[src/rtl/arpc_pkg.sv]
// Shared constants, codes and control structs for the ARP cache engine.
`timescale 1ns / 1ps

package arpc_pkg;

   // Cache geometry
   localparam int ENTRIES = 8;
   localparam int CNT_W   = $clog2(ENTRIES + 1);
   localparam int IDX_W   = (ENTRIES > 1) ? $clog2(ENTRIES) : 1;

   // Field widths
   localparam int OP_W   = 2;
   localparam int HALF_W = 16;
   localparam int IP_W   = 32;
   localparam int MAC_W  = 48;

   // Stream payload widths
   localparam int REQ_DATA_W = 4 * HALF_W + 3 * IP_W + MAC_W;   // 208, whole bytes
   localparam int RSP_DATA_W = 2 * MAC_W + IP_W;                // 128, whole bytes
   localparam int RSP_USER_W = 3;

   // Configuration port
   localparam int CSR_ADDR_W = 3;
   localparam int CSR_DATA_W = 32;

   // Operation codes
   localparam logic [OP_W-1:0] OP_RECEIVE = 2'd0;
   localparam logic [OP_W-1:0] OP_RESOLVE = 2'd1;
   localparam logic [OP_W-1:0] OP_CLEAR   = 2'd2;

   // Protocol constants
   localparam logic [HALF_W-1:0] MIN_FRAME   = 16'(14 + 28);
   localparam logic [HALF_W-1:0] HW_ETHERNET = 16'h0001;
   localparam logic [HALF_W-1:0] PROTO_IPV4  = 16'h0800;
   localparam logic [HALF_W-1:0] ARP_REQUEST = 16'h0001;
   localparam logic [IP_W-1:0]   IP_BCAST    = 32'hFFFF_FFFF;
   localparam int                MAC_GROUP_BIT = 40;

   // Controller to datapath
   typedef struct packed {
      logic load;   // capture the accepted request
      logic exec;   // look up, write back and load the result register
   } cmd_type;

   // Datapath to controller
   typedef struct packed {
      logic out_blocked;   // result register full and not being taken
   } status_type;

endpackage

[src/rtl/arpc_ctrl.sv]
// Controller state machine: sequences capture and execute of one request.
`timescale 1ns / 1ps

module arpc_ctrl (
   input  logic                clock,
   input  logic                reset,
   input  logic                req_tvalid,
   output logic                req_tready,
   input  arpc_pkg::status_type status,
   output arpc_pkg::cmd_type    cmd
);
   import arpc_pkg::*;

   typedef enum logic [1:0] {
      ST_IDLE = 2'b01,
      ST_EXEC = 2'b10
   } state_type;

   state_type state_ff;
   state_type state_in;

   always_comb begin
      state_in   = state_ff;
      req_tready = 1'b0;
      cmd        = '0;
      case (state_ff)
         ST_IDLE: begin
            // take nothing while reset is held
            req_tready = !reset;
            if (req_tvalid && !reset) begin
               cmd.load = 1'b1;
               state_in = ST_EXEC;
            end
         end
         ST_EXEC: begin
            // hold until the result register can take a new result
            if (!status.out_blocked) begin
               cmd.exec = 1'b1;
               state_in = ST_IDLE;
            end
         end
         default: begin
            state_in = ST_IDLE;
         end
      endcase
   end

   always_ff @(posedge clock) begin
      if (reset) begin
         state_ff <= ST_IDLE;
      end else begin
         state_ff <= state_in;
      end
   end

endmodule

[src/rtl/arpc_datapath.sv]
// Datapath: request capture, cache entries, parallel compare, result register, CSR.
`timescale 1ns / 1ps

module arpc_datapath (
   input  logic                              clock,
   input  logic                              reset,
   input  arpc_pkg::cmd_type                 cmd,
   output arpc_pkg::status_type              status,
   input  logic [arpc_pkg::OP_W-1:0]         req_op,
   input  logic [arpc_pkg::REQ_DATA_W-1:0]   req_data,
   output logic                              rsp_tvalid,
   input  logic                              rsp_tready,
   output logic [arpc_pkg::RSP_DATA_W-1:0]   rsp_tdata,
   output logic [arpc_pkg::RSP_USER_W-1:0]   rsp_tuser,
   input  logic                              csr_psel,
   input  logic                              csr_penable,
   input  logic                              csr_pwrite,
   input  logic [arpc_pkg::CSR_ADDR_W-1:0]   csr_paddr,
   input  logic [arpc_pkg::CSR_DATA_W-1:0]   csr_pwdata,
   output logic [arpc_pkg::CSR_DATA_W-1:0]   csr_prdata
);
   import arpc_pkg::*;

   // Captured request
   logic [OP_W-1:0]   op_ff;
   logic [HALF_W-1:0] frame_len_ff, hw_type_ff, proto_type_ff, arp_oper_ff;
   logic [IP_W-1:0]   src_ip_ff, dst_ip_ff, lookup_ip_ff;
   logic [MAC_W-1:0]  src_mac_ff;

   // Cache
   logic [IP_W-1:0]  entry_ip_ff  [ENTRIES];
   logic [MAC_W-1:0] entry_mac_ff [ENTRIES];
   logic [CNT_W-1:0] count_ff, count_in;

   logic [IP_W-1:0] our_ip_ff, our_ip_in;

   // Result register
   logic             rsp_valid_ff, rsp_valid_in;
   logic             found_ff, found_in;
   logic             send_request_ff, send_request_in;
   logic             send_reply_ff, send_reply_in;
   logic [MAC_W-1:0] found_mac_ff, found_mac_in;
   logic [MAC_W-1:0] reply_mac_ff, reply_mac_in;
   logic [IP_W-1:0]  peer_ip_ff, peer_ip_in;

   logic [IP_W-1:0]  cmp_ip;
   logic [ENTRIES-1:0] match;
   logic             hit;
   logic [IDX_W-1:0] hit_idx;
   logic             pkt_ok, learnable;
   logic             wr_en;
   logic [IDX_W-1:0] wr_idx;
   logic             wr_ip_en;
   logic             csr_wr;

   // Request capture
   always_ff @(posedge clock) begin
      if (cmd.load) begin
         op_ff         <= req_op;
         frame_len_ff  <= req_data[15:0];
         hw_type_ff    <= req_data[31:16];
         proto_type_ff <= req_data[47:32];
         arp_oper_ff   <= req_data[63:48];
         src_ip_ff     <= req_data[95:64];
         src_mac_ff    <= req_data[143:96];
         dst_ip_ff     <= req_data[175:144];
         lookup_ip_ff  <= req_data[207:176];
      end
   end

   // Parallel compare over live entries, lowest index wins
   assign cmp_ip = (op_ff == OP_RECEIVE) ? src_ip_ff : lookup_ip_ff;

   always_comb begin
      for (int i = 0; i < ENTRIES; i++) begin
         match[i] = (CNT_W'(i) < count_ff) && (entry_ip_ff[i] == cmp_ip);
      end
   end

   always_comb begin
      hit     = 1'b0;
      hit_idx = '0;
      for (int i = ENTRIES - 1; i >= 0; i--) begin
         if (match[i]) begin
            hit     = 1'b1;
            hit_idx = IDX_W'(i);
         end
      end
   end

   assign pkt_ok = (frame_len_ff >= MIN_FRAME) && (hw_type_ff == HW_ETHERNET)
                   && (proto_type_ff == PROTO_IPV4);
   assign learnable = (src_ip_ff != '0) && (src_ip_ff != IP_BCAST)
                      && (src_mac_ff != '0) && !src_mac_ff[MAC_GROUP_BIT];

   always_comb begin
      count_in        = count_ff;
      wr_en           = 1'b0;
      wr_ip_en        = 1'b0;
      wr_idx          = '0;
      found_in        = 1'b0;
      found_mac_in    = '0;
      send_request_in = 1'b0;
      send_reply_in   = 1'b0;
      reply_mac_in    = '0;
      peer_ip_in      = '0;
      case (op_ff)
         OP_RECEIVE: begin
            if (pkt_ok) begin
               if (learnable) begin
                  wr_en = 1'b1;
                  if (hit) begin
                     wr_idx = hit_idx;
                  end else if (count_ff < CNT_W'(ENTRIES)) begin
                     wr_ip_en = 1'b1;
                     wr_idx   = count_ff[IDX_W-1:0];
                     count_in = count_ff + CNT_W'(1);
                  end else begin
                     wr_ip_en = 1'b1;   // full: overwrite slot 0
                  end
               end
               if ((arp_oper_ff == ARP_REQUEST) && (dst_ip_ff == our_ip_ff)) begin
                  send_reply_in = 1'b1;
                  reply_mac_in  = src_mac_ff;
                  peer_ip_in    = src_ip_ff;
               end
            end
         end
         OP_RESOLVE: begin
            if (our_ip_ff != '0) begin
               if (hit) begin
                  found_in     = 1'b1;
                  found_mac_in = entry_mac_ff[hit_idx];
               end else begin
                  send_request_in = 1'b1;
                  peer_ip_in      = lookup_ip_ff;
               end
            end
         end
         OP_CLEAR: begin
            count_in = '0;
         end
         default: begin
         end
      endcase
   end

   // Entry storage, no reset: only entries below the count are read
   always_ff @(posedge clock) begin
      if (cmd.exec && wr_en) begin
         entry_mac_ff[wr_idx] <= src_mac_ff;
         if (wr_ip_en) begin
            entry_ip_ff[wr_idx] <= src_ip_ff;
         end
      end
   end

   always_ff @(posedge clock) begin
      if (reset) begin
         count_ff <= '0;
      end else if (cmd.exec) begin
         count_ff <= count_in;
      end
   end

   // Result register
   always_comb begin
      rsp_valid_in = rsp_valid_ff;
      if (cmd.exec) begin
         rsp_valid_in = 1'b1;
      end else if (rsp_tready) begin
         rsp_valid_in = 1'b0;
      end
   end

   always_ff @(posedge clock) begin
      if (reset) begin
         rsp_valid_ff <= 1'b0;
      end else begin
         rsp_valid_ff <= rsp_valid_in;
      end
   end

   always_ff @(posedge clock) begin
      if (cmd.exec) begin
         found_ff        <= found_in;
         found_mac_ff    <= found_mac_in;
         send_request_ff <= send_request_in;
         send_reply_ff   <= send_reply_in;
         reply_mac_ff    <= reply_mac_in;
         peer_ip_ff      <= peer_ip_in;
      end
   end

   assign status.out_blocked = rsp_valid_ff && !rsp_tready;
   assign rsp_tvalid = rsp_valid_ff;
   assign rsp_tdata  = {peer_ip_ff, reply_mac_ff, found_mac_ff};
   assign rsp_tuser  = {send_reply_ff, send_request_ff, found_ff};

   // Configuration register
   assign csr_wr = csr_psel && csr_penable && csr_pwrite && !csr_paddr[2];

   always_comb begin
      our_ip_in = our_ip_ff;
      if (csr_wr) begin
         our_ip_in = csr_pwdata;
      end
   end

   always_ff @(posedge clock) begin
      if (reset) begin
         our_ip_ff <= '0;
      end else begin
         our_ip_ff <= our_ip_in;
      end
   end

   assign csr_prdata = csr_paddr[2] ? '0 : our_ip_ff;

endmodule

[src/rtl/arp_cache_engine.sv]
// Top level of the ARP cache engine: controller, datapath and port wiring.
`timescale 1ns / 1ps

// An 8-entry IPv4-to-MAC cache with ARP receive handling. Each request
// transfer carries an operation in req_tuser (receive, resolve, clear) and
// gives exactly one response transfer. A request is handled in two steps:
// capture, then the parallel compare of all entries and the write-back,
// which also loads the response register. The next request is taken in
// the cycle after the execute step, so none is accepted while one is in
// flight; a response left waiting in the response register holds the
// execute step until it is taken. The entry store needs no clearing pass:
// a live-entry count decides which entries are read. Write our_ip over the
// CSR port (byte address 0) only while no request is in flight.
module arp_cache_engine (
   input  logic                              clock,
   input  logic                              reset,
   // Request stream
   input  logic                              req_tvalid,
   output logic                              req_tready,
   // frame_len[15:0], hw_type[31:16], proto_type[47:32], arp_oper[63:48],
   // src_ip[95:64], src_mac[143:96], dst_ip[175:144],
   // lookup_ip[207:176]
   input  logic [arpc_pkg::REQ_DATA_W-1:0]   req_tdata,
   // op[1:0]
   input  logic [arpc_pkg::OP_W-1:0]         req_tuser,
   // Response stream
   output logic                              rsp_tvalid,
   input  logic                              rsp_tready,
   // found_mac[47:0], reply_mac[95:48], peer_ip[127:96]
   output logic [arpc_pkg::RSP_DATA_W-1:0]   rsp_tdata,
   // found[0], send_request[1], send_reply[2]
   output logic [arpc_pkg::RSP_USER_W-1:0]   rsp_tuser,
   // Configuration port
   input  logic                              csr_psel,
   input  logic                              csr_penable,
   input  logic                              csr_pwrite,
   input  logic [arpc_pkg::CSR_ADDR_W-1:0]   csr_paddr,
   input  logic [arpc_pkg::CSR_DATA_W-1:0]   csr_pwdata,
   output logic [arpc_pkg::CSR_DATA_W-1:0]   csr_prdata,
   output logic                              csr_pready
);
   import arpc_pkg::*;

   cmd_type    cmd;
   status_type status;

   // Zero-wait-state register port
   assign csr_pready = 1'b1;

   // Sequence capture and execute
   arpc_ctrl u_ctrl (
      .clock      (clock),
      .reset      (reset),
      .req_tvalid (req_tvalid),
      .req_tready (req_tready),
      .status     (status),
      .cmd        (cmd)
   );

   // Hold the cache, compare, write back and drive the response
   arpc_datapath u_datapath (
      .clock       (clock),
      .reset       (reset),
      .cmd         (cmd),
      .status      (status),
      .req_op      (req_tuser),
      .req_data    (req_tdata),
      .rsp_tvalid  (rsp_tvalid),
      .rsp_tready  (rsp_tready),
      .rsp_tdata   (rsp_tdata),
      .rsp_tuser   (rsp_tuser),
      .csr_psel    (csr_psel),
      .csr_penable (csr_penable),
      .csr_pwrite  (csr_pwrite),
      .csr_paddr   (csr_paddr),
      .csr_pwdata  (csr_pwdata),
      .csr_prdata  (csr_prdata)
   );

endmodule

[config.mk]
export PLATFORM = sky130hd
export DESIGN_NAME = arp_cache_engine
export DESIGN_NICKNAME = d
export VERILOG_FILES = /design/src/rtl/arpc_pkg.sv /design/src/rtl/arpc_ctrl.sv /design/src/rtl/arpc_datapath.sv /design/src/rtl/arp_cache_engine.sv
export SDC_FILE = /design/constraint.sdc
export NUM_CORES = 1
export LEC_CHECK = 0
export ABC_AREA = 1
export BUFFER_PORTS_ARGS = -buffer_cell sky130_fd_sc_hd__buf_2
export CAP_MARGIN = 20
export CORE_AREA = 5 5 593 302
export CTS_CLUSTER_DIAMETER = 50
export DETAILED_ROUTE_END_ITERATION = 8
export DIE_AREA = 0 0 598 307
export PLACE_DENSITY = 0.4
export SKIP_LAST_GASP = 1
export SYNTH_ARGS = -nofsm -noshare
export SYNTH_HDL_FRONTEND = slang
export SYNTH_SLANG_ARGS = --single-unit
[constraint.sdc]
create_clock -name clock -period 14.8 [get_ports clock]
set_clock_uncertainty 0.1 [all_clocks]
set_input_delay 4.44 -clock clock [delete_from_list [all_inputs] [get_ports clock]]
set_output_delay 4.44 -clock clock [all_outputs]
set_load 0.02 [all_outputs]
# [Word-level counts from Yosys, hierarchy flattened]
# Memory sizes are Yosys's and may differ from the RTL's. A register that Yosys moved wholly into a read port is not among the register bits.
# Index checks and enable logic that the tools add are counted.
[totals] register_bits=332 in_bits=252 mem_count=2 out_inout_bits=166 ram_bits=640 elab_cells=148
[mem_list] name="u_datapath.entry_mac_ff" words=8 word_bits=48 read_ports=1 rd_ports_with_merged_regs=1 wr=1 line="arpc_datapath.sv:32" source="logic [MAC_W-1:0] entry_mac_ff [ENTRIES];"
[mem_list] name="u_datapath.entry_ip_ff" words=8 word_bits=32 read_ports=8 rd_ports_with_merged_regs=0 wr=1 line="arpc_datapath.sv:31" source="logic [IP_W-1:0] entry_ip_ff [ENTRIES];"
[op_classes] order_cmp=10 reduce_logical=37 n_addsub=1 muxes=57 eq_ne=23
[op_table] cell="$eq 32x32->1" n=9
[op_table] cell="$mux 32" n=6
[op_table] cell="$pmux 32 s2" n=1
[op_table] cell="$reduce_bool 32->1" n=2
[op_table] cell="$reduce_bool 48->1" n=1
[op_table] cell="$mux 3" n=13
[op_table] cell="$eq 16x1->1 const B" n=2
[op_table] cell="$ne 32x32->1 const B" n=1
[op_table] cell="$mux 1" n=29
[op_table] cell="$logic_and 1x1->1" n=20
[op_table] cell="$eq 16x12->1 const B" n=1
[op_table] cell="$ge 16x6->1 const B" n=1
[op_table] cell="$lt 3x4->1 const A" n=4
[op_table] cell="$mux 4" n=4
[op_table] cell="$lt 1x4->1 const A" n=2
[op_table] cell="$lt 2x4->1 const A" n=2
[op_table] cell="$pmux 4 s2" n=1
[op_table] cell="$ne 2x1->1 const B" n=3
[op_table] cell="$ne 2x2->1 const B" n=3
[op_table] cell="$reduce_and 2->1" n=3
[op_table] cell="$reduce_and 3->1" n=2
[op_table] cell="$reduce_and 6->1" n=1
[op_table] cell="$logic_not 1->1" n=5
[op_table] cell="$add 4x1->4 const B" n=1
[op_table] cell="7 further kinds" n=11

# [Depth between registers and ports, before layout]
# Gate-level depths: netlist of the first run.
[depth] word_depth=19 mapped_depth=27 depth_no_buf=24

# [By module]
# A second synthesis of the first run with hierarchy kept.
[hier_totals] hier_cells=3818 area_unflattened_um2=42957.4
[by_module_without_submodules] mod="arpc_datapath" cells_per_inst=3797 area_per_inst_um2=42824.8 instances=1 seq_area_each_um2=30168.9
[by_module_without_submodules] mod="arpc_ctrl" cells_per_inst=19 area_per_inst_um2=121.4 instances=1 seq_area_each_um2=40.0
[by_module_without_submodules] mod="arp_cache_engine" cells_per_inst=2 area_per_inst_um2=11.3 instances=1 seq_area_each_um2=0.0

# [Worst setup path after synthesis of the first run]
# No wires, ideal clock.
[synth_path] path_kind="input-to-reg" startpoint="input port rsp_tready" endpoint="memory u_datapath.entry_ip_ff[6][0], enable pin" n_path_buf=0 arrival_time_ps=13151 path_slack_ps=1088 required_time_ps=14239 path_stages=6 setup_time_ps=461 path_cell_list="nor2_1 -> nor2_1 -> nand2_1 -> a21oi_1 -> nand3_1 -> nor3_1"
[synth_rtl] element="from (decl)" line="arp_cache_engine.sv:28" source="input logic rsp_tready,"
[synth_rtl] element="to (decl)" line="arpc_datapath.sv:31"

# [Final worst setup path of the first run]
[layout_path] startpoint="input port csr_paddr[2] (netlist name)" endpoint="output port csr_prdata[30] (netlist name)"
[layout_between] elab_chain_len=1
[layout_lines] element="from (decl)" line="arp_cache_engine.sv:37" source="input logic [arpc_pkg::CSR_ADDR_W-1:0] csr_paddr,"
[layout_lines] element="$mux 32" line="arpc_datapath.sv:218" source="assign csr_prdata = csr_paddr[2] ? '0 : our_ip_ff;"
[layout_lines] element="to (decl)" line="arp_cache_engine.sv:39" source="output logic [arpc_pkg::CSR_DATA_W-1:0] csr_prdata,"
# No other way between the ends.

==> results by stage, run 1 <==
Worst setup path:
- The end of the worst register-to-register path is u_datapath.entry_mac_ff[1][30]$_DFFE_PP_.
- The critical path goes through buf_2 -> nor2_1 -> buf_2.
- The worst register-to-register path has a depth of 20.
- Following the worst setup path forward leads to its endpoint at csr_prdata[30].
- At the worst endpoint, the required time is approximately 10 ns.
- The largest individual stage delay along the critical path comes from the cell sky130_fd_sc_hd__buf_2.
- Tracing the worst setup path back leads to its startpoint at csr_paddr[2].
- The type of the worst setup path is in -> out.
- The startpoint of the worst-slack reg-to-reg timing path is u_datapath.op_ff[1]$_DFFE_PP_.
- Of all nets on the critical path, the largest fanout is 33.
- The largest single stage delay on the critical path is 0.42 ns.
- The critical path capture point type is an output pin.
- STA classifies the critical path startpoint as a primary input.
- For flop-to-flop paths, the worst setup slack is roughly 7.3 ns.
- The arrival time at the worst endpoint is approximately 5 ns.
- The most common cell type on the critical path is sky130_fd_sc_hd__buf_2.

Synth:
- The post-synthesis net count is 4070.
- The share of the Yosys chip area taken by registers is 0.703.
- The largest family of logic cells by synthesized area is simple AND/OR/NAND/NOR gates.
- Counting flops with a built-in enable in the synthesized netlist gives 980.
- The fraction of post-synthesis cell area in the top cell type by area is 0.685.
- The post-synthesis area per instance is 11.3 µm².
- The number of cells produced by synthesis is 3816.
- The share of synthesized registers carrying an async set or reset is 0.
- The post-synthesis compound-gate area fraction came to 0.0313.
- Counting flops and latches in the post-synthesis netlist gives approximately 1000.
- Of the total synthesized cell area, the portion taken by AND, OR, NAND and NOR gates is 0.181.
- The most used flip-flop cell after synthesis is sky130_fd_sc_hd__edfxtp_1.
- Ranked by instance count, the synthesized netlist is headed by sky130_fd_sc_hd__edfxtp_1 (980), sky130_fd_sc_hd__nand2_1 (806), sky130_fd_sc_hd__inv_1 (526), sky130_fd_sc_hd__nor2_1 (401), sky130_fd_sc_hd__nand3_1 (347).
- The synthesized netlist occupies a cell area of 43000 µm².
- After synthesis, the cell types taking the most area are sky130_fd_sc_hd__edfxtp_1 (69%), sky130_fd_sc_hd__nand2_1 (7.0%), sky130_fd_sc_hd__inv_1 (4.6%), sky130_fd_sc_hd__nand3_1 (4.0%), sky130_fd_sc_hd__nor2_1 (3.5%).
- The number of distinct standard cells referenced by the synthesized netlist is 50.
- The fraction of the mapped netlist area in adder cells is 0.000583.
- The count of warnings emitted by yosys is 0.
- The fraction of synthesized area in multiplexers is 0.
- The xor and xnor area share after synthesis is 0.0204.
- The most instantiated library cell after synthesis is sky130_fd_sc_hd__edfxtp_1.
- The largest area contributor in the netlist is sky130_fd_sc_hd__edfxtp_1.

Detailed routing:
- In the routed design, unresolved DRC markers number 0.
- For this block, the via count after detailed routing is 29000.
- The number of vias per cell after detailed routing is 4.33.
- The routed length per instance is 23.0 µm.
- The final antenna-violating net count is 0.
- The detailed-router iteration count before antenna repair is 5.
- The total wire length after detailed routing is 154000 µm.
- The count of routing violations after the opening detailed-route iteration is 2643.

Timing:
- The worst slew slack as a fraction of its limit is 0.271.
- The final hold violation count came to 0.
- The final critical path time including I/O delays and setup is 9.68 ns.
- The final worst slack is 5.12 ns.
- The maximum clock frequency is ~0.10 GHz.
- The aggregate negative setup slack is 0 ns.
- In the finished design, the share of the clock period the worst path needs comes to 0.654.
- The final max-slew violation count was 0.
- Setup repair after global routing left no endpoint under its margin.
- At the pin with the least slew margin, the transition time is 1.09 ns.
- The worst-case hold slack is 0.437 ns.
- Setup violations remaining at the end of the flow were counted as 0.

CTS:
- The number of clock buffers added by TritonCTS is 112.
- The clock root buffer is sky130_fd_sc_hd__clkbuf_16.
- The number of buffers inserted for hold repair after clock tree synthesis is 0.
- The number of H-tree levels is 3.
- The clock net in this run drives a total of a little over 1000 sinks.
- The CTS tree is yes.
- In this run the deepest clock path goes through 3 buffers.
- After clock tree synthesis, the clock-pin slew on the worst setup and hold paths is roughly 0.06 ns.
- The quantity of gates resized following cts is 0.
- The number of buffers inserted to repair setup after CTS is 0.
- The clock reaches the later pin of the worst-skew pair after 0.74 ns.

Run status:
- The flow ran to the end, and the final reports show no timing, DRC or antenna violations.

Pwr:
- The peak supply drop is 0.0806 mV.
- The leakage dissipation is 20.3 nW.
- The power per cell area is ~120 nW/µm².

Cells and area:
- Compared with the post-synthesis result, the final layout area differs by 19.9%.
- For this run, the share of the core covered by cells in the final layout is 0.295.
- The fraction of layout instances using a drive strength above 1 is 0.165.
- In the final layout, flip-flops and latches occupy ~30000 µm².
- In the final layout, the multi-input gates occupy 10100 µm².
- The net count of the finished layout is 4523.
- The number of inserted filler cells in the final layout is 18000.

Global routing:
- The remaining global-route overflow is 0.
- For this run, the total global-route usage over all layers was measured as 0.164.
- The largest net degree at the start of global routing is 97.
- The global-route wire length before repair is 215000 µm.
- The number of antenna violations at the first check in global routing is 19.
- The number of global-route vias before repair was roughly 28000.

Place:
- The routability congestion estimate is 0.911.
- Before CTS, the worst setup slack after placement is 5.12 ns.
- The post-DP HPWL is approximately 100000 µm.
- During placement, the flow inserted port buffers numbering between 400 and 500.

Die:
- The floorplan has 109 rows.
- The floorplan step set the die height to just over 300 µm.
- Measured along the x axis, the die boundary spans around 600 µm.
- The initial utilization of the core area, before any placement, comes to 0.246.
- The region available for standard cell placement spans 174000 µm².
- The die footprint is 184000 µm².
- The total I/O pin count is 418.

Flow run:
- The number of maximum-capacitance violations is 0.

Worst hold path:
- The worst hold path belongs to the class reg -> reg.
==> worst min-delay path by stage <==
stage / startpoint / slack, ns / depth (start not counted) / endpoint
finish: u_datapath.our_ip_ff[3]$_SDFFE_PP0P_ / 0.44 / 2 / u_datapath.our_ip_ff[3]$_SDFFE_PP0P_
global route: u_datapath.our_ip_ff[6]$_SDFFE_PP0P_ / 0.47 / 2 / u_datapath.our_ip_ff[6]$_SDFFE_PP0P_
CTS: u_datapath.our_ip_ff[3]$_SDFFE_PP0P_ / 0.44 / 2 / u_datapath.our_ip_ff[3]$_SDFFE_PP0P_
detailed placement: u_datapath.our_ip_ff[3]$_SDFFE_PP0P_ / 0.43 / 2 / u_datapath.our_ip_ff[3]$_SDFFE_PP0P_
global placement: u_datapath.our_ip_ff[11]$_SDFFE_PP0P_ / 0.43 / 2 / u_datapath.our_ip_ff[11]$_SDFFE_PP0P_
floorplan: u_datapath.our_ip_ff[31]$_SDFFE_PP0P_ / 0.37 / 2 / u_datapath.our_ip_ff[31]$_SDFFE_PP0P_
==> sequential cells by signal (all words and copies together), names as in the netlist, 2 cells and up <==
register and count:
u_datapath.entry_mac_ff 384, u_datapath.entry_ip_ff 256, u_datapath.found_mac_ff 48, u_datapath.reply_mac_ff 48
u_datapath.src_mac_ff 48, u_datapath.dst_ip_ff 32, u_datapath.lookup_ip_ff 32, u_datapath.our_ip_ff 32
u_datapath.peer_ip_ff 32, u_datapath.src_ip_ff 32, u_datapath.arp_oper_ff 16, u_datapath.hw_type_ff 16
u_datapath.proto_type_ff 16, u_datapath.frame_len_ff 15, u_datapath.count_ff 4, u_ctrl.state_ff 2
u_datapath.op_ff 2
==> cells in the final DEF, fill, tap and decap left out, types with 15 or more instances in the layout <==
cell type                   count
sky130_fd_sc_hd__clkbuf_1      18
sky130_fd_sc_hd__buf_4         69
sky130_fd_sc_hd__clkinv_2      15
sky130_fd_sc_hd__xnor2_1       43
sky130_fd_sc_hd__edfxtp_1     980
sky130_fd_sc_hd__nor2_1       392
sky130_fd_sc_hd__nand3b_1      59
sky130_fd_sc_hd__a21oi_1       41
sky130_fd_sc_hd__o22ai_1       52
sky130_fd_sc_hd__clkbuf_16    116
sky130_fd_sc_hd__inv_1        525
sky130_fd_sc_hd__nand2_2       15
sky130_fd_sc_hd__dfxtp_1       39
sky130_fd_sc_hd__nand4_1       59
sky130_fd_sc_hd__clkinv_1      28
sky130_fd_sc_hd__nor3_1        19
sky130_fd_sc_hd__nor4_1        35
sky130_fd_sc_hd__or2_2         23
sky130_fd_sc_hd__nand2_1      803
sky130_fd_sc_hd__xor2_1        57
sky130_fd_sc_hd__o21ai_0       94
sky130_fd_sc_hd__nand3_1      347
sky130_fd_sc_hd__buf_2        414
==> metrics by stage <==
stage | power, mW | instances | cell area [µm²]
after CTS | 6.35 | 6691 | 51500
after floorplan | 3.38 | 3816 | 43000
after global routing | 6.49 | 6697 | 51500
final | 6.25 | 6697 | 51500
after global placement | 3.52 | 6485 | 47900
after detailed placement | 3.52 | 6486 | 47900
==> critical path, delay by kind of cell <==
family | cells | cell delay [ns]
buffers and inverters | 2 | 0.60
AND/OR/NAND/NOR | 1 | 0.10
==> kinds of logic (layout without fill, tap and decap cells) <==
logic type | after synthesis | after routing
AND/OR/NAND/NOR | 1782 | 1782
adder cells (fa/ha/maj) | 2 | 2
XOR/XNOR | 100 | 100
AO/OA/AOI/OAI | 230 | 230
other | 1 | 7
buffers and inverters | 682 | 1226
flip-flops | 1019 | 1019
==> cell type report <==
type                       count  share of cell area
antenna                        6            0.000292
clock buffer                 135              0.0579
clock inverter                70              0.0117
inverter                     538              0.0394
multi-input combinational   2115               0.197
sequential                  1019               0.587
tap                         2331              0.0566
timing repair buffer         483              0.0503
==> power breakdown <==
part           total (mW)  switching [mW]  internal, mW
Sequential           3.22          0.0309          3.18
Clock                2.79            1.26          1.53
Combinational       0.248           0.178        0.0695
==> routing by layer <==
metal / wire, µm / global-route usage / part of all wire
met1: 78900 / 0.253 / 0.51
met3: 11700 / 0.0478 / 0.076
met2: 60800 / 0.223 / 0.39
met5: 13 / 0 / 0.000084
met4: 2940 / 0.0352 / 0.019
Power figures use the tool's default switching activity.
==> run 2, diff against run 1 <==
Settings changed: ABC_AREA 1 to 0, CORE_AREA 5 5 593 302 to 5 5 580 295, DIE_AREA 0 0 598 307 to 0 0 585 300.
Clock period 14.8 ns to 10 ns, I/O delays scaled along.
==> results by stage, run 2 <==
Synth:
- The xor and xnor area share after synthesis is 0.0477 (was 0.0204).
- The synthesized flop and latch total is 1019 (unchanged).
- The fraction of synthesized area in multiplexers is 0.0183 (was 0).
- The most instantiated library cell after synthesis is sky130_fd_sc_hd__edfxtp_1 (unchanged).
- The fraction of post-synthesis cell area in the top cell type by area was 0.715 (was 0.685).
- The fraction of the yosys area taken by sequential cells was 0.734 (was 0.703).
- The fraction of the mapped netlist area in adder cells is 0.000608 (was 0.000583).
- The number of cells produced by synthesis came to 2635 (was 3816).
- Synth top area cells: sky130_fd_sc_hd__edfxtp_1 (71%), sky130_fd_sc_hd__xnor2_1 (3.3%), sky130_fd_sc_hd__dfxtp_1 (1.9%), sky130_fd_sc_hd__mux2i_1 (1.8%), sky130_fd_sc_hd__xor2_1 (1.5%) (was sky130_fd_sc_hd__edfxtp_1 (69%), sky130_fd_sc_hd__nand2_1 (7.0%), sky130_fd_sc_hd__inv_1 (4.6%), sky130_fd_sc_hd__nand3_1 (4.0%), sky130_fd_sc_hd__nor2_1 (3.5%)).
- The number of distinct standard cells referenced by the synthesized netlist is 81 (was 50).
- The dominant register cell in the synthesized netlist was sky130_fd_sc_hd__edfxtp_1 (unchanged).
- The post-synthesis area per instance is 15.6 µm² (was 11.3 µm²).
- The post-synthesis compound-gate area fraction is 0.0792 (was 0.0313).
- The largest family of logic cells by synthesized area is simple AND/OR/NAND/NOR gates (unchanged).
- The number of synthesized flops with an enable pin is 980 (unchanged).
- The post-synthesis net count came to 2889 (was 4070).
- Commonest cells post-synth: sky130_fd_sc_hd__edfxtp_1 (980), sky130_fd_sc_hd__xnor2_1 (154), sky130_fd_sc_hd__nand2_1 (94) (was sky130_fd_sc_hd__edfxtp_1 (980), sky130_fd_sc_hd__nand2_1 (806), sky130_fd_sc_hd__inv_1 (526), sky130_fd_sc_hd__nor2_1 (401), sky130_fd_sc_hd__nand3_1 (347)).
- The cell area after technology mapping is 41200 µm² (was 43000 µm²).
- The simple-gate share of the synthesized area is 0.0964 (was 0.181).
- The largest area contributor in the netlist was sky130_fd_sc_hd__edfxtp_1 (unchanged).
- The count of warnings emitted by yosys is 0 (unchanged).
- The share of synthesized registers carrying an async set or reset is 0 (unchanged).

Worst setup path:
- Critical Path, Cell by Cell: buf_4 -> o21ai_0 -> and2_1 -> xnor2_1 -> a221oi_1 -> o2111ai_1 -> or3_4 -> inv_1 -> a31oi_4 -> buf_4 -> o21bai_1 -> nor2_4 -> buf_4 (was buf_2 -> nor2_1 -> buf_2).
- The cell at the slowest stage of the critical path is sky130_fd_sc_hd__edfxtp_1 (was sky130_fd_sc_hd__buf_2).
- The most common cell type on the critical path is sky130_fd_sc_hd__buf_4 (was sky130_fd_sc_hd__buf_2).
- The buffers plus inverters on the worst setup path is 4 (was 2).
- The cell type group with the largest total delay on the critical path is simple AND/OR/NAND/NOR gates (was buffers and inverters).
- The maximum cell stage delay along the critical path is 1.05 ns (was 0.42 ns).
- The arrival time at the worst endpoint is 7.75 ns (was 5.14 ns).
- The largest fanout on the critical path is 54 (was 33).
- The type of the worst setup path is reg -> reg (was in -> out).
- The critical path capture point type was a flip-flop (was output pin).
- The startpoint type of the worst setup path is a flip-flop (was primary input).
- The required time at the worst-slack endpoint came to 10.28 ns (was 10.26 ns).

Pwr:
- The internal power was 7.16 mW (was 4.79 mW).
- The power per cell area is 186 nW/µm² (was 121 nW/µm²).
- The combinational fraction of design power is 0.038 (was 0.040).
- The switching part of the total is 0.229 (was 0.234).
- The relative contribution of the clock network to total power is 0.448 (was 0.446).
- The peak supply drop came to 0.134 mV (was 0.0806 mV).
- The part of the power in registers is 0.514 (about the same).
- The leakage dissipation is 17.4 nW (was 20.3 nW).
- The net switching power is 2.13 mW (was 1.47 mW).

Cells and area:
- The fraction of layout instances using a drive strength above 1 is 0.233 (was 0.165).
- The number of nets in the final layout was 3356 (was 4523).
- The top register by number of flip-flops is u_datapath.entry_mac_ff (unchanged).
- The most common cell after layout, fill and taps aside is sky130_fd_sc_hd__edfxtp_1 (unchanged).
- The flip-flop count of the largest register, all copies and words added is 384 (unchanged).
- The final core area utilization is 0.302 (was 0.295).
- Commonest cells after routing, fill and taps aside: sky130_fd_sc_hd__edfxtp_1 (980), sky130_fd_sc_hd__buf_2 (413), sky130_fd_sc_hd__xnor2_1 (154) (was sky130_fd_sc_hd__edfxtp_1 (980), sky130_fd_sc_hd__nand2_1 (803), sky130_fd_sc_hd__inv_1 (525)).
- Largest registers: u_datapath.entry_mac_ff (384), u_datapath.entry_ip_ff (256) (unchanged).
- The layout-stage area growth over the synthesis result came to 21.4% (was 19.9%).

Die:
- The placeable core region is 166000 µm² (was 174000 µm²).
- The total I/O pin count is 418 (unchanged).
- The die footprint is 176000 µm² (was 184000 µm²).
- The horizontal die dimension is 585 µm (was 598 µm).
- The starting utilization of the core area is 0.249 (was 0.246).
- The height of the die came to 300 µm (was 307 µm).
- The number of standard-cell rows in the floorplan is 106 (was 109).

Worst hold path:
- The worst min-delay path class was reg -> reg (unchanged).

Detailed routing:
- The count of routing violations after the opening detailed-route iteration came to 2692 (was 2643).
- The wire length on met1 is 77300 µm (was 78900 µm).
- The via total after detailed routing is 25600 (was 29000).
- The total wire length after detailed routing is 152000 µm (was 154000 µm).
- The routed length on met2 is 58200 µm (was 60800 µm).
- The detailed-router iteration count before antenna repair is 6 (was 5).
- The final antenna-violating net count is 0 (unchanged).
- The highest routing layer actually used is met5 (unchanged).
- The number of DRC violations after detailed routing is 0 (unchanged).
- The routed length per instance is 28.0 µm (was 23.0 µm).
- The number of vias per cell after detailed routing was 4.73 (was 4.33).
- The met3 wire length is 13400 µm (was 11700 µm).

CTS:
- The number of buffers between clock root and the deepest sink is 3 (unchanged).
- The clock root buffer is sky130_fd_sc_hd__clkbuf_16 (unchanged).
- The number of buffers inserted during clock tree synthesis was 110 (was 112).
- The clock slew at the register clock pins of the worst setup and hold paths is 0.06 ns (about the same).
- The number of H-tree levels is 3 (unchanged).
- The CTS tree is yes (unchanged).
- The number of buffers inserted for hold repair after clock tree synthesis is 0 (unchanged).
- The clock sink count is 1019 (unchanged).
- The clock insertion delay at the later pin of the skew report is 0.71 ns (was 0.74 ns).
- The quantity of gates resized following cts is 0 (unchanged).
- The number of buffers inserted to repair setup after CTS is 0 (unchanged).

Place:
- The routability congestion estimate is 0.843 (was 0.911).
- The number of port buffers was 413 (unchanged).
- The worst slack after detailed placement is 2.78 ns (was 5.12 ns).
- The post-DP HPWL came to 101000 µm (was 100000 µm).

Global routing:
- The number of antenna violations at the first check in global routing is 42 (was 19).
- The number of global-route vias before repair was 25100 (was 27800).
- The global-route wire length before repair was 208000 µm (was 215000 µm).
- The global routing usage summed across all routing layers came to 0.168 (was 0.164).
- The largest net degree at the start of global routing was 130 (was 97).
- The remaining global-route overflow is 0 (unchanged).

Timing:
- The worst-case hold slack is 0.397 ns (was 0.437 ns).
- The transition at the pin with the smallest max-transition slack is 1.09 ns (about the same).
- The worst slew slack as a fraction of its limit is 0.266 (was 0.271).
- The final count of negative-setup-slack endpoints is 0 (unchanged).
- The aggregate negative setup slack is 0 ns (unchanged).
- The final hold violation count came to 0 (unchanged).
- Unrepaired setup endpoints after global routing: no (unchanged).
- The maximum clock frequency is 0.134 GHz.
- The final worst slack is 2.53 ns (was 5.12 ns).
- In the finished design, the share of the clock period the worst path needs comes to 0.747.
- After layout, the minimum clock period comes to 7.47 ns.
- The final max-slew violation count was 0 (unchanged).

Run status:
- Outcome: finished clean (unchanged).

Flow run:
- The number of maximum-capacitance violations is 0 (unchanged).
-- run 2: kinds of logic (layout without fill, tap and decap cells) --
family	after synthesis	count (layout)
flip-flops	1019	1019
AO/OA/AOI/OAI	429	429
XOR/XNOR	224	224
buffers and inverters	222	774
AND/OR/NAND/NOR	664	664
adder cells (fa/ha/maj)	2	2
multiplexers	74	74
other	1	20
-- run 2: routing by layer --
metal,up-vias,track usage
li1,11200,-
met3,207,0.0471
met4,30,0.0313
met2,1040,0.222
met5,-,0
met1,13100,0.268
-- run 2: layout make-up --
cell class / count / area [µm²]
diodes: 19 / 47.5
clock buffers: 135 / 2950
clock inverters: 62 / 664
fillers: 16500 / 116000
inverters: 69 / 259
multi-input cells: 1394 / 10200
flip-flops and latches: 1019 / 30200
well taps: 2214 / 2770
repair buffers: 508 / 2880
-- run 2: path summary, 6_finish.rpt --
| kind | startpoint | to | slack (ns) | cells after the start |
|---|---|---|---|---|
| setup / recovery | u_datapath.op_ff[1]$_DFFE_PP_ | u_datapath.entry_ip_ff[3][25]$_DFFE_PP_ | 2.53 | 13 |
| hold / removal | u_datapath.count_ff[0]$_SDFFE_PP0P_ | u_datapath.count_ff[0]$_SDFFE_PP0P_ | 0.40 | 2 |
| setup reg to reg | u_datapath.op_ff[1]$_DFFE_PP_ | u_datapath.entry_ip_ff[3][25]$_DFFE_PP_ | 2.53 | 13 |
| hold reg to reg | u_datapath.count_ff[0]$_SDFFE_PP0P_ | u_datapath.count_ff[0]$_SDFFE_PP0P_ | 0.40 | 2 |
-- run 2: stage by stage --
stage,area (µm²),std cells,power (mW)
global route,50000,5405,9.61
finish,50000,5420,9.28
floorplan,41200,2635,5.00
detailed placement,46300,5203,5.22
global placement,46300,5202,5.22
CTS,49900,5400,9.41
-- run 2: power groups by stage --
stage	clock network [mW]	registers (mW)	logic [mW]
finish	4.15	4.77	0.357
floorplan	0	4.85	0.153
CTS	4.28	4.77	0.357
global route	4.46	4.77	0.379
global placement	0	4.86	0.355
detailed placement	0	4.86	0.355
-- run 2: worst reg2reg max path, cell delays in order, from the launching register on --
cell and delay [ns]:
sky130_fd_sc_hd__edfxtp_1 1.05, sky130_fd_sc_hd__buf_4 0.44, sky130_fd_sc_hd__o21ai_0 0.31, sky130_fd_sc_hd__and2_1 0.47, sky130_fd_sc_hd__xnor2_1 0.82, sky130_fd_sc_hd__a221oi_1 0.11
sky130_fd_sc_hd__o2111ai_1 0.38, sky130_fd_sc_hd__or3_4 0.86, sky130_fd_sc_hd__inv_1 0.34, sky130_fd_sc_hd__a31oi_4 0.21, sky130_fd_sc_hd__buf_4 0.40, sky130_fd_sc_hd__o21bai_1 0.35
sky130_fd_sc_hd__nor2_4 0.86, sky130_fd_sc_hd__buf_4 0.43
